--- config.mk ---
export PLATFORM = sky130hd
export DESIGN_NAME = linear_probe_hash_table_core_flat
export DESIGN_NICKNAME = d
export VERILOG_FILES = /design/src/design/lpht_pkg.sv /design/src/design/lpht_req_if.sv /design/src/design/lpht_rsp_if.sv /design/src/design/linear_probe_hash_table_core.sv /design/src/flat_wrapper.sv
export SDC_FILE = /design/constraint.sdc
export NUM_CORES = 2
export LEC_CHECK = 0
export ABC_AREA = 1
export BUFFER_PORTS_ARGS = -buffer_cell sky130_fd_sc_hd__buf_2
export CAP_MARGIN = 30
export CORE_UTILIZATION = 55
export CTS_CLUSTER_SIZE = 12
export DETAILED_ROUTE_END_ITERATION = 8
export PLACE_DENSITY = 0.83
export SLEW_MARGIN = 20
export SYNTH_ARGS = -nofsm -noshare
export SYNTH_HDL_FRONTEND = slang
export SYNTH_SLANG_ARGS = --single-unit
--- constraint.sdc ---
create_clock -name clock -period 7.4 [get_ports clock]
set_clock_uncertainty 0.1 [all_clocks]
set_input_delay 0.74 -clock clock [delete_from_list [all_inputs] [get_ports clock]]
set_output_delay 0.74 -clock clock [all_outputs]
set_load 0.03 [all_outputs]
--- src/design/lpht_pkg.sv ---
// ----------------------------------------------------------------------------
// lpht_pkg
// Shared widths, codes and types of the linear probing hash table.
// ----------------------------------------------------------------------------
`default_nettype none

package lpht_pkg;

   localparam int MAX_SLOTS_DEF = 32;
   localparam int KEY_BITS_DEF  = 16;

   localparam int ACT_W      = 2;
   localparam int STATUS_W   = 2;
   localparam int DAY_W      = 5;
   localparam int MONTH_W    = 4;
   localparam int YEAR_W     = 12;
   localparam int SALARY_W   = 32;
   localparam int TBL_W      = 6;
   localparam int CSR_ADDR_W = 3;
   localparam int CSR_DATA_W = 32;

   localparam logic [TBL_W-1:0] TBL_RESET = 6'd23;
   localparam logic [31:0]      HASH_MUL  = 32'd2654435818;

   typedef logic [ACT_W-1:0] action_type;
   localparam action_type ACT_INSERT = 2'd0;
   localparam action_type ACT_LOOKUP = 2'd1;
   localparam action_type ACT_DELETE = 2'd2;

   typedef logic [STATUS_W-1:0] status_type;
   localparam status_type ST_INSERTED = 2'd0;
   localparam status_type ST_FOUND    = 2'd1;
   localparam status_type ST_MISSING  = 2'd2;
   localparam status_type ST_FULL     = 2'd3;

   // register index is byte address bit 2
   localparam logic REG_TABLE_SIZE = 1'b0;

   typedef struct packed {
      logic [DAY_W-1:0]    day;
      logic [MONTH_W-1:0]  month;
      logic [YEAR_W-1:0]   year;
      logic [SALARY_W-1:0] salary;
   } rec_type;

endpackage

`default_nettype wire

--- src/design/lpht_req_if.sv ---
// ----------------------------------------------------------------------------
// lpht_req_if
// Request channel: operation, key and record fields.
// ----------------------------------------------------------------------------
`default_nettype none

interface lpht_req_if
   import lpht_pkg::*;
#(
   parameter int KEY_BITS = KEY_BITS_DEF
) ();

   logic                valid;
   logic                ready;
   logic [ACT_W-1:0]    action;
   logic [KEY_BITS-1:0] key;
   logic [DAY_W-1:0]    birth_day;
   logic [MONTH_W-1:0]  birth_month;
   logic [YEAR_W-1:0]   birth_year;
   logic [SALARY_W-1:0] salary;

   modport source (
      output valid, action, key, birth_day, birth_month, birth_year, salary,
      input  ready
   );

   modport sink (
      input  valid, action, key, birth_day, birth_month, birth_year, salary,
      output ready
   );

endinterface

`default_nettype wire

--- src/design/lpht_rsp_if.sv ---
// ----------------------------------------------------------------------------
// lpht_rsp_if
// Response channel: status, slot and stored record of the slot touched.
// ----------------------------------------------------------------------------
`default_nettype none

interface lpht_rsp_if
   import lpht_pkg::*;
#(
   parameter int MAX_SLOTS = MAX_SLOTS_DEF,
   parameter int KEY_BITS  = KEY_BITS_DEF
) ();

   localparam int SLOT_W = $clog2(MAX_SLOTS);
   localparam int CNT_W  = $clog2(MAX_SLOTS + 1);

   logic                valid;
   logic                ready;
   logic [STATUS_W-1:0] status;
   logic [SLOT_W-1:0]   slot;
   logic [KEY_BITS-1:0] found_key;
   logic [DAY_W-1:0]    found_day;
   logic [MONTH_W-1:0]  found_month;
   logic [YEAR_W-1:0]   found_year;
   logic [SALARY_W-1:0] found_salary;
   logic [CNT_W-1:0]    entry_total;

   modport source (
      output valid, status, slot, found_key, found_day, found_month, found_year,
             found_salary, entry_total,
      input  ready
   );

   modport sink (
      input  valid, status, slot, found_key, found_day, found_month, found_year,
             found_salary, entry_total,
      output ready
   );

endinterface

`default_nettype wire

--- src/design/linear_probe_hash_table_core.sv ---
// ----------------------------------------------------------------------------
// linear_probe_hash_table_core
// Open addressing hash table with multiplicative hash and linear probing.
// ----------------------------------------------------------------------------
// steps for a full table or unknown action: accept, two multiplier passes,
// result load; for a probe walk: accept, two multiplier passes, one slot per cycle,
// a registered check of each slot for lookup and delete, result load
// one item in flight; the next item is taken once the result is loaded
// reset clears used and tombstone flags, live count and table_size to 23
`default_nettype none

module linear_probe_hash_table_core
   import lpht_pkg::*;
#(
   parameter int MAX_SLOTS = MAX_SLOTS_DEF,
   parameter int KEY_BITS  = KEY_BITS_DEF
)
(
   input  wire logic                  clock,
   input  wire logic                  reset,
   lpht_req_if.sink                   req_chan,
   lpht_rsp_if.source                 rsp_chan,
   input  wire logic                  csr_psel,
   input  wire logic                  csr_penable,
   input  wire logic                  csr_pwrite,
   input  wire logic [CSR_ADDR_W-1:0] csr_paddr,
   input  wire logic [CSR_DATA_W-1:0] csr_pwdata,
   output logic      [CSR_DATA_W-1:0] csr_prdata,
   output logic                       csr_pready
);

   localparam int SLOT_W = $clog2(MAX_SLOTS);
   localparam int CNT_W  = $clog2(MAX_SLOTS + 1);
   localparam int REC_W  = $bits(rec_type);
   localparam int WORD_W = KEY_BITS + REC_W;

   localparam logic [2:0] S_IDLE  = 3'd0;
   localparam logic [2:0] S_HASH  = 3'd1;
   localparam logic [2:0] S_SCALE = 3'd2;
   localparam logic [2:0] S_PROBE = 3'd3;
   localparam logic [2:0] S_EMIT  = 3'd4;

   logic [2:0]          state_ff, state_in;
   logic [TBL_W-1:0]    tbl_ff;
   logic [CNT_W-1:0]    eff_size;

   action_type          act_ff, act_in;
   logic [KEY_BITS-1:0] key_ff, key_in;
   rec_type             rec_ff, rec_in;
   logic [31:0]         frac_ff, frac_in;
   logic [SLOT_W-1:0]   idx_ff, idx_in;
   logic [CNT_W-1:0]    tries_ff, tries_in;
   logic [MAX_SLOTS-1:0] used_ff, used_in;
   logic [MAX_SLOTS-1:0] tomb_ff, tomb_in;
   logic [CNT_W-1:0]    live_ff, live_in;

   logic                chk_vld_ff, chk_vld_in;
   logic [SLOT_W-1:0]   chk_idx_ff, chk_idx_in;
   logic                chk_used_ff, chk_used_in;
   logic                chk_tomb_ff, chk_tomb_in;
   logic                chk_last_ff, chk_last_in;

   status_type          res_status_ff, res_status_in;
   logic [SLOT_W-1:0]   res_slot_ff, res_slot_in;
   logic [KEY_BITS-1:0] res_key_ff, res_key_in;
   rec_type             res_rec_ff, res_rec_in;

   logic                rsp_valid_ff, rsp_valid_in;
   status_type          rsp_status_ff, rsp_status_in;
   logic [SLOT_W-1:0]   rsp_slot_ff, rsp_slot_in;
   logic [KEY_BITS-1:0] rsp_key_ff, rsp_key_in;
   rec_type             rsp_rec_ff, rsp_rec_in;
   logic [CNT_W-1:0]    rsp_total_ff, rsp_total_in;

   logic [WORD_W-1:0]   mem [MAX_SLOTS];
   logic [WORD_W-1:0]   rd_ff;
   logic                mem_we;
   logic [KEY_BITS-1:0] rd_key;
   rec_type             rd_rec;

   logic [31:0]         mul_a, mul_b;
   logic [63:0]         prod;
   logic [SLOT_W:0]     idx_p1;
   logic [SLOT_W-1:0]   idx_inc;
   logic [CNT_W-1:0]    tries_p1;
   logic                out_free;

   // configuration
   always_ff @(posedge clock) begin
      if (reset) begin
         tbl_ff <= TBL_RESET;
      end else if (csr_psel && csr_penable && csr_pwrite && csr_pready &&
                   (csr_paddr[2] == REG_TABLE_SIZE)) begin
         tbl_ff <= csr_pwdata[TBL_W-1:0];
      end
   end

   assign csr_pready = 1'b1;
   assign csr_prdata = (csr_paddr[2] == REG_TABLE_SIZE) ? CSR_DATA_W'(tbl_ff) : '0;

   always_comb begin
      if (tbl_ff == '0) begin
         eff_size = CNT_W'(1);
      end else if (int'(tbl_ff) > MAX_SLOTS) begin
         eff_size = CNT_W'(MAX_SLOTS);
      end else begin
         eff_size = CNT_W'(tbl_ff);
      end
   end

   // shared multiplier: key * HASH_MUL, then fraction * size
   assign mul_a = (state_ff == S_HASH) ? 32'(key_ff) : frac_ff;
   assign mul_b = (state_ff == S_HASH) ? HASH_MUL : 32'(eff_size);
   assign prod  = 64'(mul_a) * 64'(mul_b);

   assign idx_p1   = {1'b0, idx_ff} + 1'b1;
   assign idx_inc  = (idx_p1 == (SLOT_W + 1)'(eff_size)) ? '0 : idx_p1[SLOT_W-1:0];
   assign tries_p1 = tries_ff + CNT_W'(1);

   assign rd_key   = rd_ff[WORD_W-1 -: KEY_BITS];
   assign rd_rec   = rec_type'(rd_ff[REC_W-1:0]);
   assign out_free = !rsp_valid_ff || rsp_chan.ready;

   always_comb begin
      state_in      = state_ff;
      act_in        = act_ff;
      key_in        = key_ff;
      rec_in        = rec_ff;
      frac_in       = frac_ff;
      idx_in        = idx_ff;
      tries_in      = tries_ff;
      used_in       = used_ff;
      tomb_in       = tomb_ff;
      live_in       = live_ff;
      chk_vld_in    = 1'b0;
      chk_idx_in    = chk_idx_ff;
      chk_used_in   = chk_used_ff;
      chk_tomb_in   = chk_tomb_ff;
      chk_last_in   = chk_last_ff;
      res_status_in = res_status_ff;
      res_slot_in   = res_slot_ff;
      res_key_in    = res_key_ff;
      res_rec_in    = res_rec_ff;
      rsp_valid_in  = rsp_valid_ff && !rsp_chan.ready;
      rsp_status_in = rsp_status_ff;
      rsp_slot_in   = rsp_slot_ff;
      rsp_key_in    = rsp_key_ff;
      rsp_rec_in    = rsp_rec_ff;
      rsp_total_in  = rsp_total_ff;
      mem_we        = 1'b0;
      req_chan.ready = 1'b0;

      case (state_ff)
         S_IDLE: begin
            req_chan.ready = 1'b1;
            if (req_chan.valid) begin
               act_in        = req_chan.action;
               key_in        = req_chan.key;
               rec_in.day    = req_chan.birth_day;
               rec_in.month  = req_chan.birth_month;
               rec_in.year   = req_chan.birth_year;
               rec_in.salary = req_chan.salary;
               state_in      = S_HASH;
            end
         end
         S_HASH: begin
            frac_in  = prod[31:0];
            state_in = S_SCALE;
         end
         S_SCALE: begin
            idx_in        = prod[32 +: SLOT_W];
            tries_in      = '0;
            res_status_in = ST_MISSING;
            res_slot_in   = '0;
            res_key_in    = '0;
            res_rec_in    = '0;
            if (act_ff == ACT_INSERT) begin
               if (live_ff >= eff_size) begin
                  res_status_in = ST_FULL;
                  state_in      = S_EMIT;
               end else begin
                  state_in = S_PROBE;
               end
            end else if (act_ff == ACT_LOOKUP || act_ff == ACT_DELETE) begin
               state_in = S_PROBE;
            end else begin
               state_in = S_EMIT;
            end
         end
         S_PROBE: begin
            if (act_ff == ACT_INSERT) begin
               if (!used_ff[idx_ff]) begin
                  mem_we          = 1'b1;
                  used_in[idx_ff] = 1'b1;
                  tomb_in[idx_ff] = 1'b0;
                  live_in         = live_ff + CNT_W'(1);
                  res_status_in   = ST_INSERTED;
                  res_slot_in     = idx_ff;
                  res_key_in      = key_ff;
                  res_rec_in      = rec_ff;
                  state_in        = S_EMIT;
               end else if (tries_p1 == eff_size) begin
                  res_status_in = ST_FULL;
                  state_in      = S_EMIT;
               end else begin
                  idx_in   = idx_inc;
                  tries_in = tries_p1;
               end
            end else begin
               // issue one slot per cycle, check it in the next cycle
               if (tries_ff != eff_size) begin
                  chk_vld_in  = 1'b1;
                  chk_idx_in  = idx_ff;
                  chk_used_in = used_ff[idx_ff];
                  chk_tomb_in = tomb_ff[idx_ff];
                  chk_last_in = (tries_p1 == eff_size);
                  idx_in      = idx_inc;
                  tries_in    = tries_p1;
               end
               if (chk_vld_ff) begin
                  if (chk_used_ff && rd_key == key_ff) begin
                     res_status_in = ST_FOUND;
                     res_slot_in   = chk_idx_ff;
                     res_key_in    = rd_key;
                     res_rec_in    = rd_rec;
                     if (act_ff == ACT_DELETE) begin
                        used_in[chk_idx_ff] = 1'b0;
                        tomb_in[chk_idx_ff] = 1'b1;
                        if (live_ff != '0) begin
                           live_in = live_ff - CNT_W'(1);
                        end
                     end
                     chk_vld_in = 1'b0;
                     state_in   = S_EMIT;
                  end else if ((!chk_used_ff && !chk_tomb_ff) || chk_last_ff) begin
                     chk_vld_in = 1'b0;
                     state_in   = S_EMIT;
                  end
               end
            end
         end
         S_EMIT: begin
            if (out_free) begin
               rsp_valid_in  = 1'b1;
               rsp_status_in = res_status_ff;
               rsp_slot_in   = res_slot_ff;
               rsp_key_in    = res_key_ff;
               rsp_rec_in    = res_rec_ff;
               rsp_total_in  = live_ff;
               state_in      = S_IDLE;
            end
         end
         default: begin
            state_in = S_IDLE;
         end
      endcase
   end

   always_ff @(posedge clock) begin
      if (reset) begin
         state_ff     <= S_IDLE;
         used_ff      <= '0;
         tomb_ff      <= '0;
         live_ff      <= '0;
         chk_vld_ff   <= 1'b0;
         rsp_valid_ff <= 1'b0;
      end else begin
         state_ff     <= state_in;
         used_ff      <= used_in;
         tomb_ff      <= tomb_in;
         live_ff      <= live_in;
         chk_vld_ff   <= chk_vld_in;
         rsp_valid_ff <= rsp_valid_in;
      end
   end

   always_ff @(posedge clock) begin
      act_ff        <= act_in;
      key_ff        <= key_in;
      rec_ff        <= rec_in;
      frac_ff       <= frac_in;
      idx_ff        <= idx_in;
      tries_ff      <= tries_in;
      chk_idx_ff    <= chk_idx_in;
      chk_used_ff   <= chk_used_in;
      chk_tomb_ff   <= chk_tomb_in;
      chk_last_ff   <= chk_last_in;
      res_status_ff <= res_status_in;
      res_slot_ff   <= res_slot_in;
      res_key_ff    <= res_key_in;
      res_rec_ff    <= res_rec_in;
      rsp_status_ff <= rsp_status_in;
      rsp_slot_ff   <= rsp_slot_in;
      rsp_key_ff    <= rsp_key_in;
      rsp_rec_ff    <= rsp_rec_in;
      rsp_total_ff  <= rsp_total_in;
   end

   // slot storage: key and record, one port each for write and read
   always_ff @(posedge clock) begin
      if (mem_we) begin
         mem[idx_ff] <= {key_ff, rec_ff};
      end
      rd_ff <= mem[idx_ff];
   end

   assign rsp_chan.valid        = rsp_valid_ff;
   assign rsp_chan.status       = rsp_status_ff;
   assign rsp_chan.slot         = rsp_slot_ff;
   assign rsp_chan.found_key    = rsp_key_ff;
   assign rsp_chan.found_day    = rsp_rec_ff.day;
   assign rsp_chan.found_month  = rsp_rec_ff.month;
   assign rsp_chan.found_year   = rsp_rec_ff.year;
   assign rsp_chan.found_salary = rsp_rec_ff.salary;
   assign rsp_chan.entry_total  = rsp_total_ff;

   a_flags_exclusive: assert property (@(posedge clock) disable iff (reset)
      (used_ff & tomb_ff) == '0)
      else $error("slot both in use and tombstone");

   a_count_matches: assert property (@(posedge clock) disable iff (reset)
      32'(live_ff) == $countones(used_ff))
      else $error("live count differs from slots in use");

   a_accept_starts_hash: assert property (@(posedge clock) disable iff (reset)
      (req_chan.valid && req_chan.ready) |=> state_ff == S_HASH)
      else $error("accepted item did not start hashing");

   a_probe_in_range: assert property (@(posedge clock) disable iff (reset)
      state_ff == S_PROBE |-> CNT_W'(idx_ff) < eff_size)
      else $error("probe index beyond table size");

   a_result_from_emit: assert property (@(posedge clock) disable iff (reset)
      $rose(rsp_valid_ff) |-> $past(state_ff) == S_EMIT)
      else $error("result raised outside emit");

endmodule

`default_nettype wire
--- src/flat_wrapper.sv ---
// flat-port wrapper written by rule: the top's interface ports become plain ports
module linear_probe_hash_table_core_flat import lpht_pkg::*;
#(
   parameter int MAX_SLOTS = MAX_SLOTS_DEF,
   parameter int KEY_BITS  = KEY_BITS_DEF
)
  (clock, reset, csr_psel, csr_penable, csr_pwrite, csr_paddr, csr_pwdata, csr_prdata, csr_pready, req_chan_valid, req_chan_action, req_chan_key, req_chan_birth_day, req_chan_birth_month, req_chan_birth_year, req_chan_salary, req_chan_ready, rsp_chan_valid, rsp_chan_status, rsp_chan_slot, rsp_chan_found_key, rsp_chan_found_day, rsp_chan_found_month, rsp_chan_found_year, rsp_chan_found_salary, rsp_chan_entry_total, rsp_chan_ready);
  lpht_req_if #(.KEY_BITS(KEY_BITS)) req_chan_i ();
  lpht_rsp_if #(.MAX_SLOTS(MAX_SLOTS), .KEY_BITS(KEY_BITS)) rsp_chan_i ();
  input  wire logic clock;
  input  wire logic reset;
  input  wire logic csr_psel;
  input  wire logic csr_penable;
  input  wire logic csr_pwrite;
  input  wire logic [CSR_ADDR_W-1:0] csr_paddr;
  input  wire logic [CSR_DATA_W-1:0] csr_pwdata;
  output logic      [CSR_DATA_W-1:0] csr_prdata;
  output logic csr_pready;
  input wire logic [$bits(req_chan_i.valid)-1:0] req_chan_valid;
  input wire logic [$bits(req_chan_i.action)-1:0] req_chan_action;
  input wire logic [$bits(req_chan_i.key)-1:0] req_chan_key;
  input wire logic [$bits(req_chan_i.birth_day)-1:0] req_chan_birth_day;
  input wire logic [$bits(req_chan_i.birth_month)-1:0] req_chan_birth_month;
  input wire logic [$bits(req_chan_i.birth_year)-1:0] req_chan_birth_year;
  input wire logic [$bits(req_chan_i.salary)-1:0] req_chan_salary;
  output wire logic [$bits(req_chan_i.ready)-1:0] req_chan_ready;
  output wire logic [$bits(rsp_chan_i.valid)-1:0] rsp_chan_valid;
  output wire logic [$bits(rsp_chan_i.status)-1:0] rsp_chan_status;
  output wire logic [$bits(rsp_chan_i.slot)-1:0] rsp_chan_slot;
  output wire logic [$bits(rsp_chan_i.found_key)-1:0] rsp_chan_found_key;
  output wire logic [$bits(rsp_chan_i.found_day)-1:0] rsp_chan_found_day;
  output wire logic [$bits(rsp_chan_i.found_month)-1:0] rsp_chan_found_month;
  output wire logic [$bits(rsp_chan_i.found_year)-1:0] rsp_chan_found_year;
  output wire logic [$bits(rsp_chan_i.found_salary)-1:0] rsp_chan_found_salary;
  output wire logic [$bits(rsp_chan_i.entry_total)-1:0] rsp_chan_entry_total;
  input wire logic [$bits(rsp_chan_i.ready)-1:0] rsp_chan_ready;
  assign req_chan_i.valid = req_chan_valid;
  assign req_chan_i.action = req_chan_action;
  assign req_chan_i.key = req_chan_key;
  assign req_chan_i.birth_day = req_chan_birth_day;
  assign req_chan_i.birth_month = req_chan_birth_month;
  assign req_chan_i.birth_year = req_chan_birth_year;
  assign req_chan_i.salary = req_chan_salary;
  assign req_chan_ready = req_chan_i.ready;
  assign rsp_chan_valid = rsp_chan_i.valid;
  assign rsp_chan_status = rsp_chan_i.status;
  assign rsp_chan_slot = rsp_chan_i.slot;
  assign rsp_chan_found_key = rsp_chan_i.found_key;
  assign rsp_chan_found_day = rsp_chan_i.found_day;
  assign rsp_chan_found_month = rsp_chan_i.found_month;
  assign rsp_chan_found_year = rsp_chan_i.found_year;
  assign rsp_chan_found_salary = rsp_chan_i.found_salary;
  assign rsp_chan_entry_total = rsp_chan_i.entry_total;
  assign rsp_chan_i.ready = rsp_chan_ready;
  linear_probe_hash_table_core #(.MAX_SLOTS(MAX_SLOTS), .KEY_BITS(KEY_BITS)) u_core (.clock(clock), .reset(reset), .req_chan(req_chan_i), .rsp_chan(rsp_chan_i), .csr_psel(csr_psel), .csr_penable(csr_penable), .csr_pwrite(csr_pwrite), .csr_paddr(csr_paddr), .csr_pwdata(csr_pwdata), .csr_prdata(csr_prdata), .csr_pready(csr_pready));
endmodule
== Word-level counts from Yosys, hierarchy flattened ==
Memory sizes are Yosys's and may differ from the RTL's. A register that Yosys moved wholly into a read port is not among the register bits.
Cells that the tools add are included.

* Eq/ne operators: 21
* $add $sub $neg: 4
* Reduce and logical (&&, ||, !) cells: 34
* Muxes and demuxes: 87
* Magnitude comparators: 6
* $mul: 1
* Bitwise gates (word level): 9

{| class="wikitable"
|+ Operator list
! cell !! count
|-
| two-way mux 32 bit || 12
|-
| two-way mux 53 bit || 4
|-
| one-hot mux 53 bit (2 select lines) || 1
|-
| two-way mux 6 bit || 13
|-
| AND 32 bit || 2
|-
| two-way mux 16 bit || 4
|-
| inverter 32 bit || 2
|-
| OR 32 bit || 2
|-
| two-way mux 5 bit || 9
|-
| multiplier 32 x 32 -> 37 bit || 1
|-
| two-way mux 3 bit || 11
|-
| one-hot mux 16 bit (2 select lines) || 1
|-
| one-hot mux 5 bit (2 select lines) || 2
|-
| two-way mux 1 bit || 17
|-
| equality test 16 bit || 1
|-
| one-hot mux 3 bit (5 select lines) || 1
|-
| adder 6 x 1 -> 6 bit (second input constant) || 2
|-
| equality test 6 bit || 2
|-
| less-than comparator 5 x 6 -> 1 bit (second input constant) || 2
|-
| two-way mux 2 bit || 6
|-
| one-hot mux 6 bit (2 select lines) || 1
|-
| AND reduction 4 bit || 3
|-
| binary-select mux 1 bit (select 5 bit) || 2
|-
| demux 1 bit (select 5 bit) || 2
|-
| other kinds (32) || 59
|}

* Bits in registers: 361
* Output and inout bits: 117
* Memories kept: 1
* Input bits: 113
* Memory bits (writable): 2208

{| class="wikitable"
|+ Memory list
! name !! words !! width !! rd ports !! clocked after Yosys merged registers in !! wr ports !! line !! text
|-
| u_core.mem || 32 || 69 || 1 || 1 || 1 || linear_probe_hash_table_core.sv:75 || <nowiki>logic [WORD_W-1:0] mem [MAX_SLOTS];</nowiki>
|}

== Logic depth before layout (Yosys ltp) ==
* Depth after elaboration: 10
* Gate-level depth with buffers: 37
* Mapped depth without buffers: 37

== Worst setup path after synthesis ==
Ideal clock, no wire load.

* Path kind: register -> register
* From: reg u_core.state_ff[2]
* To: reg u_core.frac_ff[31], data pin
* Library setup time: 265 ps
* Clock period less this slack: 7393 ps
* Data arrival time: 7028 ps
* Data required time: 7035 ps
* Stages on the path, launching flop included: 31
* Path slack: 7 ps
* Cell sequence: dfxtp_1 -> inv_1 -> nand2_1 -> nor2_1 -> clkbuf_1 -> or2_2 -> o21ai_0 -> nor2_1 -> inv_1 -> fa_1 -> inv_1 -> fa_1 -> fa_1 -> inv_1 -> fa_1 -> inv_1 -> fa_1 -> inv_1 -> fa_1 -> inv_1 -> fa_1 -> fa_1 -> ha_1 -> nand2_1 -> nor2_1 -> nor3b_1 -> nand2_1 -> nand2_1 -> a31oi_1 -> o21ai_0 -> xor2_1

* Word-level cells in the longest chain between the ends: 3
* Elaborated cells on any way between the ends: 4
* Classes of those cells: 1 x mul; 1 x eq/ne; 2 x mux

{| class="wikitable"
|+ RTL lines
! item !! line !! text
|-
| from (decl) || linear_probe_hash_table_core.sv:43 || <nowiki>logic [2:0] state_ff, state_in;</nowiki>
|-
| from (signal assigned) || linear_probe_hash_table_core.sv:268 || <nowiki>state_ff <= state_in;</nowiki>
|-
| equality test 3 x 1 -> 1 bit (*) || linear_probe_hash_table_core.sv:112, linear_probe_hash_table_core.sv:113 ||
|-
| two-way mux 32 bit (on tied branches) || linear_probe_hash_table_core.sv:112, linear_probe_hash_table_core.sv:113 ||
|-
| multiplier 32 x 32 -> 37 bit (*) || linear_probe_hash_table_core.sv:114 || <nowiki>assign prod = 64'(mul_a) * 64'(mul_b);</nowiki>
|-
| via u_core.prod[31] || linear_probe_hash_table_core.sv:82 || <nowiki>logic [63:0] prod;</nowiki>
|-
| to (signal assigned) || linear_probe_hash_table_core.sv:281 || <nowiki>frac_ff <= frac_in;</nowiki>
|-
| to (decl) || linear_probe_hash_table_core.sv:50 || <nowiki>logic [31:0] frac_ff, frac_in;</nowiki>
|}

Mark *: on every way through the listed nets, which the timed path passes. The rest lies on a longest branch.
A chain may end at the register's enable or synchronous reset.

== Worst setup path after layout ==
* From: reg u_core.state_ff[0]
* To: reg u_core.idx_ff[3], data pin

* Word-level cells in the longest chain between the ends: 4
* Elaborated cells on any way between the ends: 7
* Classes of those cells: 1 x mul; 3 x eq/ne; 3 x mux

{| class="wikitable"
|+ RTL lines
! item !! line !! text
|-
| equality test 3 x 1 -> 1 bit || linear_probe_hash_table_core.sv:112, linear_probe_hash_table_core.sv:113 ||
|-
| two-way mux 32 bit (on tied branches) || linear_probe_hash_table_core.sv:112, linear_probe_hash_table_core.sv:113 ||
|-
| multiplier 32 x 32 -> 37 bit || linear_probe_hash_table_core.sv:114 ||
|-
| one-hot mux 5 bit (2 select lines) (*) || linear_probe_hash_table_core.sv:153 || <nowiki>case (state_ff)</nowiki>
|-
| via u_core.idx_in[3] || linear_probe_hash_table_core.sv:51 || <nowiki>logic [SLOT_W-1:0] idx_ff, idx_in;</nowiki>
|-
| to (signal assigned) || linear_probe_hash_table_core.sv:282 || <nowiki>idx_ff <= idx_in;</nowiki>
|-
| to (decl) || linear_probe_hash_table_core.sv:51 ||
|}

Marked as above.

==> results.md <==
Yosys:
- The synthesized instance count is 9266.
- Counting flops with an async set or reset pin after synthesis yields a share of 0.
- The synthesized design contains 2638 register bits.
- The netlist uses 52 different library cells.
- In the post-synthesis netlist, the biggest area contributors are edfxtp_1, fa_1, o21ai_0.
- The largest total area in the synthesized netlist belongs to edfxtp_1.
- Dividing the synthesized area by the synthesized cell count gives 12.6 um2.
- The area of the mapped netlist is 0.117 mm2.
- Yosys printed 0 warnings.
- The most used flip-flop cell after synthesis is edfxtp_1.
- The share of the Yosys chip area taken by registers is 0.667.
- The number of synthesized flops with an enable pin is 2488.
- The share of synthesized area in the top cell type comes to 0.641.

STA:
- The worst path meets setup with 0.146 ns of slack.
- Setup repair after global routing could not meet its margin everywhere.
- The final period demand of the worst path is 7.25 ns.
- In this run the tightest slew margin relative to its limit is 0.0361.
- The count of final max-slew check failures is 0.
- Derived from the worst setup path, the maximum achievable clock frequency is 138 MHz.
- The final count of hold timing violations was 0.
- Setup violations remaining at the end of the flow were counted as 0.
- At the pin with the least slew margin, the transition time is 1.45 ns.
- The share of the clock period used by the worst path after layout is 0.980.
- The post-route worst hold slack is 0.0808 ns.
- The final-layout setup total negative slack is 0 ns.

Worst setup path:
- The critical path class is flop to flop.
- Data on the critical path is required at its endpoint by 7.92 ns.
- The data arrival time of the critical path is 7.77 ns.
- The peak fanout along the critical path is 3.
- The critical path startpoint category is a flop.
- Among all stages on the critical path, the largest delay is contributed by fa_1.
- The cell that appears most often on the critical path is inv_1.
- In this design, the stage delay of the slowest critical-path cell is 0.53 ns.
- The capturing element type of the critical path is a flop.

Drt:
- For this block, the via count after detailed routing is 80600.
- In this run the remaining antenna-violating nets after routing total 0.
- In the routed design, unresolved DRC markers number 2.
- The first-pass iteration count of the detailed router is 9.
- Summed over all layers, the routed wires come to 335000 um.
- In the routed layout, each cell is associated on average with a via count of 6.33.
- The average routed wire per standard cell is 26.3 um.
- The iteration-0 DRC count of the detailed router is 13700.

Global route:
- The first global-routing pass estimated 483000 um of wire.
- The number of antenna violations at the first check in global routing is 14.
- The via count of the first global-routing pass was 79000.
- The largest net degree at the start of global routing is 225.
- Across every metal layer, demand over resource in global routing totals 0.306.
- The total overflow left after global routing is 0.

Place:
- The worst setup slack before clock tree synthesis is -0.166 ns.
- The post-detailed-placement half-perimeter wirelength is 178000 um.
- The routability-driven placement congestion ratio is 0.936.
- The count of buffers added on input and output ports is 174.

Cells and area:
- The number of nets in the final layout is 10500.
- The synthesis-to-layout area growth is 13.9%.
- Measured on the finished design, the core utilization comes to 0.632.
- The fraction of final layout cells sized beyond drive strength 1 is 0.111.

Clock network:
- The cell sitting at the root of the clock tree is a clkbuf_16.
- The number of sinks on the clock net is 2638.
- Counting along the longest clock path gives a buffer depth of 4.
- The insertion delay of the later-clocked pin in the worst-skew pair is 0.94 ns.
- TritonCTS built the clock tree.
- TritonCTS created 284 clock buffers.
- The clock edge transition at the registers on the reported setup and hold paths is 0.06 ns.
- The number of H-tree levels is 5.

Floorplanning:
- The floorplan has 168 rows.
- The initial utilization of the core area, before any placement, comes to 0.555.
- Measured along the y axis, the die boundary spans 462 um.
- In this run the count of I/O pins placed on the die edge is 230.
- The die area is 0.214 mm2.
- The area of the core is 0.210 mm2.
- The die is 462 um wide.

Flow run:
- The number of violations of the max-capacitance limit is 0.

Hold path:
- The class of the tightest hold or removal check is primary input to flop.

Outcome:
- The checks that failed: design-rule violations.
- The flow ran to the end, but the final reports show violations.
[cells in the mapped netlist (9+ instances only)]
| cell | count |
|---|---|
| a22oi_1 | 74 |
| clkbuf_1 | 428 |
| a22o_1 | 80 |
| buf_2 | 43 |
| nor3_1 | 10 |
| a21o_1 | 9 |
| buf_1 | 32 |
| fa_1 | 398 |
| a221oi_1 | 132 |
| nand3_1 | 66 |
| nor2_1 | 1462 |
| nand4_1 | 27 |
| or2_2 | 19 |
| ha_1 | 225 |
| inv_1 | 795 |
| o22ai_1 | 556 |
| o211ai_1 | 19 |
| a21oi_1 | 111 |
| edfxtp_1 | 2488 |
| dfxtp_1 | 150 |
| nand2_1 | 731 |
| xnor2_1 | 19 |
| o21ai_0 | 1252 |
| xor2_1 | 41 |
| buf_4 | 27 |
[state kept, by name, indices dropped and copies added (netlist names), 4 cells and up]
name	flops
u_core.idx_ff	5
u_core.tbl_ff	6
u_core.mem	2208
u_core.frac_ff	32
u_core.res_rec_ff	53
u_core.rsp_chan.found_year	12
u_core.res_slot_ff	5
u_core.rsp_chan.found_salary	32
u_core.live_ff	6
u_core.rd_ff	69
u_core.res_key_ff	16
u_core.used_ff	32
u_core.rsp_chan.found_day	5
u_core.key_ff	16
u_core.rsp_chan.found_month	4
u_core.rsp_chan.slot	5
u_core.chk_idx_ff	5
u_core.rec_ff	53
u_core.tries_ff	6
u_core.tomb_ff	32
u_core.rsp_chan.found_key	16
u_core.rsp_chan.entry_total	6
[metal layers]
metal,share of wire,global-route usage,up-vias
li1,-,-,33800
met1,0.34,0.395,38900
met2,0.46,0.484,6452
met3,0.14,0.0699,1451
met4,0.064,0.166,12
met5,0.00023,0,-
[placed cells by master (no fill, tap or decap), drive strengths merged, types with 150 or more instances in the layout]
| cell | n |
|---|---|
| edfxtp | 2488 |
| nor2 | 1465 |
| o21ai | 1255 |
| inv | 807 |
| nand2 | 736 |
| o22ai | 556 |
| buf | 546 |
| clkbuf | 427 |
| fa | 398 |
| ha | 225 |
| dfxtp | 150 |
[through the flow]
step,area [um2],std cells
final,133000,12700
after global routing,133000,12700
after CTS,131000,12700
after detailed placement,122000,12100
after global placement,122000,12100
after floorplan,117000,9373
[final cells by class]
| cell class | instances | area [um2] |
|---|---|---|
| repair buffers | 621 | 5370 |
| clock inverters | 34 | 206 |
| diodes | 5 | 12.5 |
| clock buffers | 427 | 7860 |
| fillers | 14300 | 77300 |
| multi-input cells | 5394 | 35000 |
| well taps | 2805 | 3510 |
| inverters | 803 | 3040 |
| flip-flops and latches | 2638 | 77700 |
[path summary, 6_finish.rpt]
kind	end	cells after the start	startpoint	slack, ns
max	u_core.idx_ff[3]	34	u_core.state_ff[0]	0.15
min	u_core.tbl_ff[3]	3	csr_pwdata[3]	0.08
max reg2reg	u_core.idx_ff[3]	34	u_core.state_ff[0]	0.15
min reg2reg	u_core.rsp_chan.found_day[4]	0	u_core.res_rec_ff[52]	0.31
[kinds of logic (layout without fill, tap and decap cells)]
group / count (synthesis) / count (layout) / synth area share
buffers and inverters: 1342 / 1885 / 0.0451
DFF: 2638 / 2638 / 0.667
other: 2 / 114 / 0.0000645
AOI/OAI and AO/OA: 2262 / 2262 / 0.113
xor gates and xnor gates: 60 / 60 / 0.00451
and+or+nand+nor: 2338 / 2339 / 0.0780
muxes: 1 / 1 / 0.0000859
adders and majority gates: 623 / 623 / 0.0925
[repair_timing]
item,CTS,global route
pin swaps,6,65
hold buffers,75,0
hold endpoints to repair,75,0
endpoints found under the setup margin,15,23
setup buffers,9,10
gates cloned,1,0
gates resized for setup,33,178
[critical path, delay by kind of cell, from the launching register on]
kind	cells	cell delay, ns
adders and majority gates	9	4.04
buffers and inverters	11	0.93
and+or+nand+nor	7	0.83
DFF	1	0.34
AOI/OAI and AO/OA	7	0.75
Power is left out: the tool's default activity adds up to more than one toggle a clock period on the data nets, which glitch-free logic cannot reach.
